===== src/sv/snr_pkg.sv =====
// Shared constants, codes and control types of the socket name registry.
package snr_pkg;

	localparam int TABLE_ENTRIES = 16;
	localparam int NAME_BYTES    = 16;
	localparam int IDX_W         = $clog2(TABLE_ENTRIES);
	localparam int CNT_W         = $clog2(TABLE_ENTRIES + 1);

	typedef enum logic [2:0] {
		REQ_ADD        = 3'd0,
		REQ_LOOKUP     = 3'd1,
		REQ_DEL_NAME   = 3'd2,
		REQ_DEL_HANDLE = 3'd3,
		REQ_DEL_OWNER  = 3'd4
	} req_t;

	typedef enum logic [1:0] {
		ST_OK       = 2'd0,
		ST_DUP      = 2'd1,
		ST_NOTFOUND = 2'd2,
		ST_FULL     = 2'd3
	} status_t;

	typedef enum logic [1:0] {
		S_IDLE,
		S_SCAN,
		S_DONE
	} state_t;

	typedef struct packed {
		logic load;
		logic scan;
		logic commit;
	} ctl_cmd_t;

	typedef struct packed {
		logic last;
		logic no_scan;
	} ctl_sts_t;

endpackage


===== src/sv/snr_ctrl.sv =====
// Controller state machine of the socket name registry.
module snr_ctrl (
	input  logic              clk,
	input  logic              arst_n,
	input  logic              start,
	output logic              busy,
	input  snr_pkg::ctl_sts_t sts,
	output snr_pkg::ctl_cmd_t cmd
);
	import snr_pkg::*;

	state_t state_q;
	state_t state_d;

	always_ff @(posedge clk or negedge arst_n) begin
		if (!arst_n) begin
			state_q <= S_IDLE;
		end else begin
			state_q <= state_d;
		end
	end

	always_comb begin
		state_d = state_q;
		unique case (state_q)
			S_IDLE: begin
				if (start) state_d = S_SCAN;
			end
			S_SCAN: begin
				if (sts.last || sts.no_scan) state_d = S_DONE;
			end
			S_DONE: begin
				state_d = S_IDLE;
			end
			default: begin
				state_d = S_IDLE;
			end
		endcase
	end

	always_comb begin
		cmd  = '0;
		busy = 1'b1;
		unique case (state_q)
			S_IDLE: begin
				busy     = 1'b0;
				cmd.load = start;
			end
			S_SCAN: begin
				cmd.scan = 1'b1;
			end
			S_DONE: begin
				cmd.commit = 1'b1;
			end
			default: begin
				busy = 1'b1;
			end
		endcase
	end

endmodule


===== src/sv/snr_datapath.sv =====
// Datapath of the socket name registry: entry table, scan trackers and result registers.
module snr_datapath (
	input  logic              clk,
	input  logic              arst_n,
	input  snr_pkg::ctl_cmd_t cmd,
	output snr_pkg::ctl_sts_t sts,
	input  logic [2:0]        req_type,
	input  logic [63:0]       name_low,
	input  logic [63:0]       name_high,
	input  logic [4:0]        name_length,
	input  logic [15:0]       owner_id,
	input  logic [3:0]        entry_handle,
	output logic              done,
	output logic [1:0]        status,
	output logic [15:0]       found_owner,
	output logic [3:0]        new_handle,
	output logic [4:0]        removed_count
);
	import snr_pkg::*;

	logic [TABLE_ENTRIES-1:0] valid_q;
	logic [127:0]             s_name_q  [TABLE_ENTRIES];
	logic [4:0]               s_len_q   [TABLE_ENTRIES];
	logic [15:0]              s_owner_q [TABLE_ENTRIES];

	req_t         req_q;
	logic [127:0] name_q;
	logic [4:0]   len_q;
	logic [15:0]  owner_q;
	logic [3:0]   handle_q;
	logic [IDX_W-1:0] k_q;

	logic             match_found_q;
	logic [IDX_W-1:0] match_idx_q;
	logic [15:0]      match_owner_q;
	logic             free_found_q;
	logic [IDX_W-1:0] free_idx_q;
	logic [CNT_W-1:0] removed_q;

	logic             done_q;
	status_t          status_q;
	logic [15:0]      found_owner_q;
	logic [3:0]       new_handle_q;
	logic [4:0]       removed_count_q;

	logic [4:0]       eff_len;
	logic [127:0]     name_full;
	logic [127:0]     name_m;
	logic             hit;
	logic             handle_ok;
	logic [IDX_W-1:0] hidx;

	assign eff_len   = (name_length > 5'(NAME_BYTES)) ? 5'(NAME_BYTES) : name_length;
	assign name_full = {name_high, name_low};

	always_comb begin
		name_m = '0;
		for (int i = 0; i < 16; i++) begin
			if (5'(i) < eff_len) name_m[8*i +: 8] = name_full[8*i +: 8];
		end
	end

	assign hit = valid_q[k_q] && (s_len_q[k_q] == len_q) && (s_name_q[k_q] == name_q);
	assign hidx      = IDX_W'(handle_q);
	assign handle_ok = ({5'd0, handle_q} < 9'(TABLE_ENTRIES)) && valid_q[hidx];

	assign sts.last    = (k_q == IDX_W'(TABLE_ENTRIES - 1));
	assign sts.no_scan = (req_q == REQ_DEL_HANDLE) || !((req_q == REQ_ADD)
		|| (req_q == REQ_LOOKUP) || (req_q == REQ_DEL_NAME) || (req_q == REQ_DEL_OWNER));

	always_ff @(posedge clk) begin
		if (cmd.load) begin
			req_q    <= req_t'(req_type);
			name_q   <= name_m;
			len_q    <= eff_len;
			owner_q  <= owner_id;
			handle_q <= entry_handle;
		end
		if (cmd.scan && hit && !match_found_q) begin
			match_idx_q   <= k_q;
			match_owner_q <= s_owner_q[k_q];
		end
		if (cmd.scan && !valid_q[k_q] && !free_found_q) begin
			free_idx_q <= k_q;
		end
		if (cmd.commit && (req_q == REQ_ADD) && !match_found_q && free_found_q) begin
			s_name_q[free_idx_q]  <= name_q;
			s_len_q[free_idx_q]   <= len_q;
			s_owner_q[free_idx_q] <= owner_q;
		end
	end

	always_ff @(posedge clk or negedge arst_n) begin
		if (!arst_n) begin
			valid_q       <= '0;
			k_q           <= '0;
			match_found_q <= 1'b0;
			free_found_q  <= 1'b0;
			removed_q     <= '0;
		end else begin
			if (cmd.load) begin
				k_q           <= '0;
				match_found_q <= 1'b0;
				free_found_q  <= 1'b0;
				removed_q     <= '0;
			end
			if (cmd.scan) begin
				k_q <= k_q + IDX_W'(1);
				if (hit) match_found_q <= 1'b1;
				if (!valid_q[k_q]) free_found_q <= 1'b1;
				if ((req_q == REQ_DEL_OWNER) && valid_q[k_q] && (s_owner_q[k_q] == owner_q)) begin
					valid_q[k_q] <= 1'b0;
					removed_q    <= removed_q + CNT_W'(1);
				end
			end
			if (cmd.commit) begin
				case (req_q)
					REQ_ADD: begin
						if (!match_found_q && free_found_q) valid_q[free_idx_q] <= 1'b1;
					end
					REQ_DEL_NAME: begin
						if (match_found_q) valid_q[match_idx_q] <= 1'b0;
					end
					REQ_DEL_HANDLE: begin
						if (handle_ok) valid_q[hidx] <= 1'b0;
					end
					default: begin
					end
				endcase
			end
		end
	end

	always_ff @(posedge clk or negedge arst_n) begin
		if (!arst_n) begin
			done_q <= 1'b0;
		end else begin
			done_q <= cmd.commit;
		end
	end

	always_ff @(posedge clk) begin
		if (cmd.commit) begin
			status_q        <= ST_OK;
			found_owner_q   <= '0;
			new_handle_q    <= '0;
			removed_count_q <= '0;
			case (req_q)
				REQ_ADD: begin
					if (match_found_q) begin
						status_q <= ST_DUP;
					end else if (free_found_q) begin
						new_handle_q <= 4'(free_idx_q);
					end else begin
						status_q <= ST_FULL;
					end
				end
				REQ_LOOKUP: begin
					if (match_found_q) found_owner_q <= match_owner_q;
					else status_q <= ST_NOTFOUND;
				end
				REQ_DEL_NAME: begin
					if (match_found_q) removed_count_q <= 5'd1;
					else status_q <= ST_NOTFOUND;
				end
				REQ_DEL_HANDLE: begin
					if (handle_ok) removed_count_q <= 5'd1;
					else status_q <= ST_NOTFOUND;
				end
				REQ_DEL_OWNER: begin
					removed_count_q <= 5'(removed_q);
				end
				default: begin
				end
			endcase
		end
	end

	assign done          = done_q;
	assign status        = status_q;
	assign found_owner   = found_owner_q;
	assign new_handle    = new_handle_q;
	assign removed_count = removed_count_q;

endmodule


===== src/sv/socket_name_registry.sv =====
// Top level of the socket name registry.
// Usage:
//   Drive req_type, name_low, name_high, name_length, owner_id and entry_handle
//   and raise start; the request transfers at the rising edge where start is
//   high and busy is low. busy stays high until the result has been produced.
//   The result (status, found_owner, new_handle, removed_count) is marked by
//   done for a single cycle, then held to the next; the receiver cannot stall.
// Timing:
//   Add, lookup and both delete-by-name/owner requests walk the table one
//   entry per cycle through the datapath compare unit; the scan state is
//   followed by the commit state, which registers the result and done.
//   Delete by handle and unknown codes skip the walk. busy blocks a new
//   request until done; one can transfer in the cycle where done is high.
// Reset:
//   arst_n clears all valid bits at once, so the table is empty; no sweep.
module socket_name_registry (
	input  logic        clk,
	input  logic        arst_n,
	input  logic        start,
	output logic        busy,
	input  logic [2:0]  req_type,
	input  logic [63:0] name_low,
	input  logic [63:0] name_high,
	input  logic [4:0]  name_length,
	input  logic [15:0] owner_id,
	input  logic [3:0]  entry_handle,
	output logic        done,
	output logic [1:0]  status,
	output logic [15:0] found_owner,
	output logic [3:0]  new_handle,
	output logic [4:0]  removed_count
);
	import snr_pkg::*;

	ctl_cmd_t cmd;
	ctl_sts_t sts;

	snr_ctrl u_ctrl (
		.clk    (clk),
		.arst_n (arst_n),
		.start  (start),
		.busy   (busy),
		.sts    (sts),
		.cmd    (cmd)
	);

	snr_datapath u_datapath (
		.clk           (clk),
		.arst_n        (arst_n),
		.cmd           (cmd),
		.sts           (sts),
		.req_type      (req_type),
		.name_low      (name_low),
		.name_high     (name_high),
		.name_length   (name_length),
		.owner_id      (owner_id),
		.entry_handle  (entry_handle),
		.done          (done),
		.status        (status),
		.found_owner   (found_owner),
		.new_handle    (new_handle),
		.removed_count (removed_count)
	);

endmodule


===== config.mk =====
export PLATFORM = sky130hd
export DESIGN_NAME = socket_name_registry
export DESIGN_NICKNAME = d
export VERILOG_FILES = /design/src/sv/snr_pkg.sv /design/src/sv/snr_ctrl.sv /design/src/sv/snr_datapath.sv /design/src/sv/socket_name_registry.sv
export SDC_FILE = /design/constraint.sdc
export NUM_CORES = 2
export LEC_CHECK = 0
export BUFFER_PORTS_ARGS = -buffer_cell sky130_fd_sc_hd__buf_4
export CAP_MARGIN = 5
export CORE_MARGIN = 4
export CORE_UTILIZATION = 62
export DETAILED_ROUTE_END_ITERATION = 8
export GPL_TIMING_DRIVEN = 0
export HOLD_SLACK_MARGIN = 0.03
export PLACE_DENSITY = 0.79
export SLEW_MARGIN = 30
export SYNTH_ARGS = -nofsm -noshare
export SYNTH_HDL_FRONTEND = slang
export SYNTH_SLANG_ARGS = --single-unit

===== constraint.sdc =====
create_clock -name clk -period 14.4 [get_ports clk]
set_input_delay 0.72 -clock clk [delete_from_list [all_inputs] [get_ports clk]]
set_output_delay 0.72 -clock clk [all_outputs]
set_load 0.005 [all_outputs]

==> out/qor.yml <==
status: "completed"
combPwrFrac_pct: 27.6
io_buffers: 185
ant_nets: 0
worstHoldPathType: "in2reg"
dr.pass1.iters: 9
maxCapViolations: 0
crit_path_end: "u_datapath.match_owner_q[6]$_DFFE_PP_"
die_w_um: 417
gr-usage-all-layers_pct: 44.6
p_total_uw: 22400
post-route-min-period_ns: 7.98
path_buf_inv: 11
fin_skew_ns: 0.0503
viasPerCell: 7.62
finalCritPeriodShare_pct: 55.4
fill_cells: 8823
drc: 0
cp.required_ns: 15.05
die_h_um: 417
p_switching_uw: 7640
p_seq_share_pct: 42.0
clock_latency_ns: 0.95
clock_power_share_pct: 30.3
grt_pass1_vias: 60300
slew_headroom_pct: 17.8
ys_dominant_reg_cell: "edfxtp_1"
worst-setup-path-type: "reg2reg"
cts_buffer_depth: 4
cts-resized-gates: 0
rsz0062_at_grt: "no"
synth_area_per_cell_um2: 20.2
slowest_stage: "xor2_1"
synth-seq-cells: 2621
setup_tns_ns: 0
synth-seq-area-share_pct: 75.7
grt_pass1_wl_mm: 517
cts_tree: "yes"
critPathTopFamily: "buffers and inverters"
num_rows: 149
synthesis.area_mm2: 0.104
worstPathArrival_ns: 8.63
path_max_fanout: 12
cp-end-kind: "register"
slew_violations: 0
postCtsHoldBufs: 27
synth-edff-count: 2591
rr_startpoint: "u_datapath.k_q[0]$_DFFE_PN0P_"
postSynthCellCount: 5132
core_mm2: 0.166
seq_area_mm2: 0.0786
cp.depth: 18
fmax_mhz: 125
syn2layout_area_growth_pct: 17.9
syn-num-nets: 5296
yosys_warnings: 0
wl_mm: 387
gp_congestion: 1.03
cts_setup_buffers: 0
yosys.area.top_type: "edfxtp_1"
first_iter_violations: 13800
hold_violations: 0
synth_commonest_cells: "2,591 x edfxtp_1, 481 x mux4_2, 321 x mux2i_1"
ir_drop_v: 0.000201
crit_path_frequent_cell: "buf_6"
clkTransAtPathRegs_ns: 0.06
ios: 188
synth.distinct_cells: 86
ys_top_cells_by_area: "edfxtp_1 75%, mux4_2 10%, mux2i_1 3.1%"
clock_sinks: 2621
cp_cell_sequence: "buf_6, buf_6, buf_6, buf_6, buf_6, buf_6, buf_2, buf_2, nand2_1, a31o_2, xor2_1, nand4_1, nor4_2, o2111ai_1, nor4_4, buf_4, buf_6, buf_4"
r2r_end: "u_datapath.match_owner_q[6]$_DFFE_PP_"
drive_gt1_share_pct: 27.4
grt_overflow: 0
route.vias.total: 63500
rrSetupSlack_ns: 6.42
r2r.worst_path.cells: 18
async_flop_share_pct: 1.14
nets: 6070
cts-root-buf: "clkbuf_16"
post_drt_wl_per_cell_um: 46.5
tightest_slew_ns: 1.23
antenna_found_initial: 39
internal-power_uw: 14800
switching_share_pct: 34.0
yosysTopAreaCellShare_pct: 74.9
h-tree-depth: 5
multi_input_area_mm2: 0.0237
grt_max_degree: 67
p_per_area_mw_per_mm2: 183
setup_viol: 0
dp_hpwl_mm: 257
start_kind: "register"
dieArea_mm2: 0.174
cts_buffers: 274
cp_slowest_stage_delay_ns: 0.75
start_util_pct: 62.6
p_leak_uw: 0.0400
startpoint: "u_datapath.k_q[0]$_DFFE_PN0P_"
synth.most_common_cell: "edfxtp_1"
==> worst min-delay path by stage <==
stage	start	end	slack (ns)	cells past startpoint
detailed placement	u_datapath.removed_q[4]$_DFF_PN0_	u_datapath.removed_q[4]$_DFF_PN0_	0.49	1
global route	name_high[52]	u_datapath.name_q[116]$_SDFFCE_PP0P_	0.05	2
finish	name_low[4]	u_datapath.name_q[4]$_SDFFCE_PP0P_	0.06	2
CTS	name_high[52]	u_datapath.name_q[116]$_SDFFCE_PP0P_	0.03	2
global placement	u_datapath.removed_q[4]$_DFF_PN0_	u_datapath.removed_q[4]$_DFF_PN0_	0.47	1
floorplan	arst_n	u_ctrl.state_q[0]$_DFFE_PN0P_	0.42	0
==> final cells by class <==
type	count	share of cell area, %
buffer	243	1.32
antenna	49	0.100
inverter	68	0.231
clock inverter	116	0.762
sequential	2621	64.2
tap	2189	2.24
timing repair buffer	498	5.72
clock buffer	353	6.03
multi-input combinational	2200	19.4
==> power groups by stage <==
stage          clock network [uW]  registers [uW]  logic (uW)
3_3_place_gp                    0            9600        5460
2_1_floorplan                   0            9340        3020
4_1_cts                      6770            9420        5770
5_1_grt                      7110            9440        6100
3_5_place_dp                    0            9580        5670
6_report                     6810            9430        6200
==> cells in the final DEF (no fill, tap or decap), types with 17 or more instances in the layout <==
cell,instances
mux2_2,99
clkbuf_1,91
nand3_1,36
buf_6,67
nor2_1,84
a211oi_1,20
buf_2,92
o21ai_0,57
nor3_1,38
dlygate4sd3_1,27
nor2b_1,95
a21oi_1,52
buf_8,21
a22oi_1,95
and3_1,22
clkbuf_16,283
clkinv_1,61
edfxtp_1,2591
mux2i_1,320
dfrtp_1,30
a221oi_1,26
a31oi_1,41
clkbuf_2,24
nand2_1,159
mux4_2,481
and2_1,93
clkinv_2,32
inv_1,62
buf_16,144
diode_2,49
nand4_1,17
o22ai_1,75
xnor2_1,92
xor2_1,41
buf_4,329
==> worst reg2reg max path, delay by kind of cell (launching register included) <==
family | cells | cell delay (ns)
buffers and inverters | 11 | 3.92
AND/OR/NAND/NOR | 4 | 1.48
AO/OA/AOI/OAI | 2 | 0.98
XOR/XNOR | 1 | 0.75
flip-flops | 1 | 0.57
==> state kept, by name, summed over array words and instances (netlist names), 5 cells and up <==
signal,cells
u_datapath.found_owner,16
u_datapath.s_name_q,2048
u_datapath.valid_q,16
u_datapath.removed_q,5
u_datapath.s_owner_q,256
u_datapath.match_owner_q,16
u_datapath.owner_q,16
u_datapath.len_q,5
u_datapath.s_len_q,80
u_datapath.removed_count,5
u_datapath.name_q,128
==> cells by family (layout without fill, tap and decap cells) <==
logic type | after synthesis | in the layout | synth area share, %
AOI/OAI and AO/OA | 520 | 520 | 3.55
xor gates and xnor gates | 135 | 135 | 1.14
adders and majority gates | 5 | 5 | 0.0603
buffers and inverters | 311 | 1278 | 1.77
DFF | 2621 | 2621 | 75.7
muxes | 904 | 904 | 14.6
other | 0 | 49 | 0
and+or+nand+nor | 636 | 636 | 3.17
==> per-layer routing <==
layer	track usage, %	vias to the layer above	wire (um)
met2	62.6	7202	166000
met4	25.4	30	27600
li1	-	22800	-
met5	0	-	213
met1	58.4	32000	126000
met3	20.1	1463	67700
==> per-stage QoR <==
| stage | util, % | setup WS, ns | std cells | area [um2] | hold slack [ns] |
|---|---|---|---|---|---|
| after floorplan | - | 1.29 | 5132 | 104000 | 0.424 |
| after global routing | 73.8 | 6.65 | 8291 | 122000 | 0.0522 |
| after global placement | 65.1 | -12.95 | 7506 | 108000 | 0.473 |
| final | 73.8 | 6.42 | 8337 | 122000 | 0.0619 |
| after detailed placement | 68.5 | 6.69 | 7780 | 113000 | 0.492 |
| after CTS | 73.6 | 6.63 | 8276 | 122000 | 0.0300 |
No activity file was read; power rests on OpenSTA's default activity.
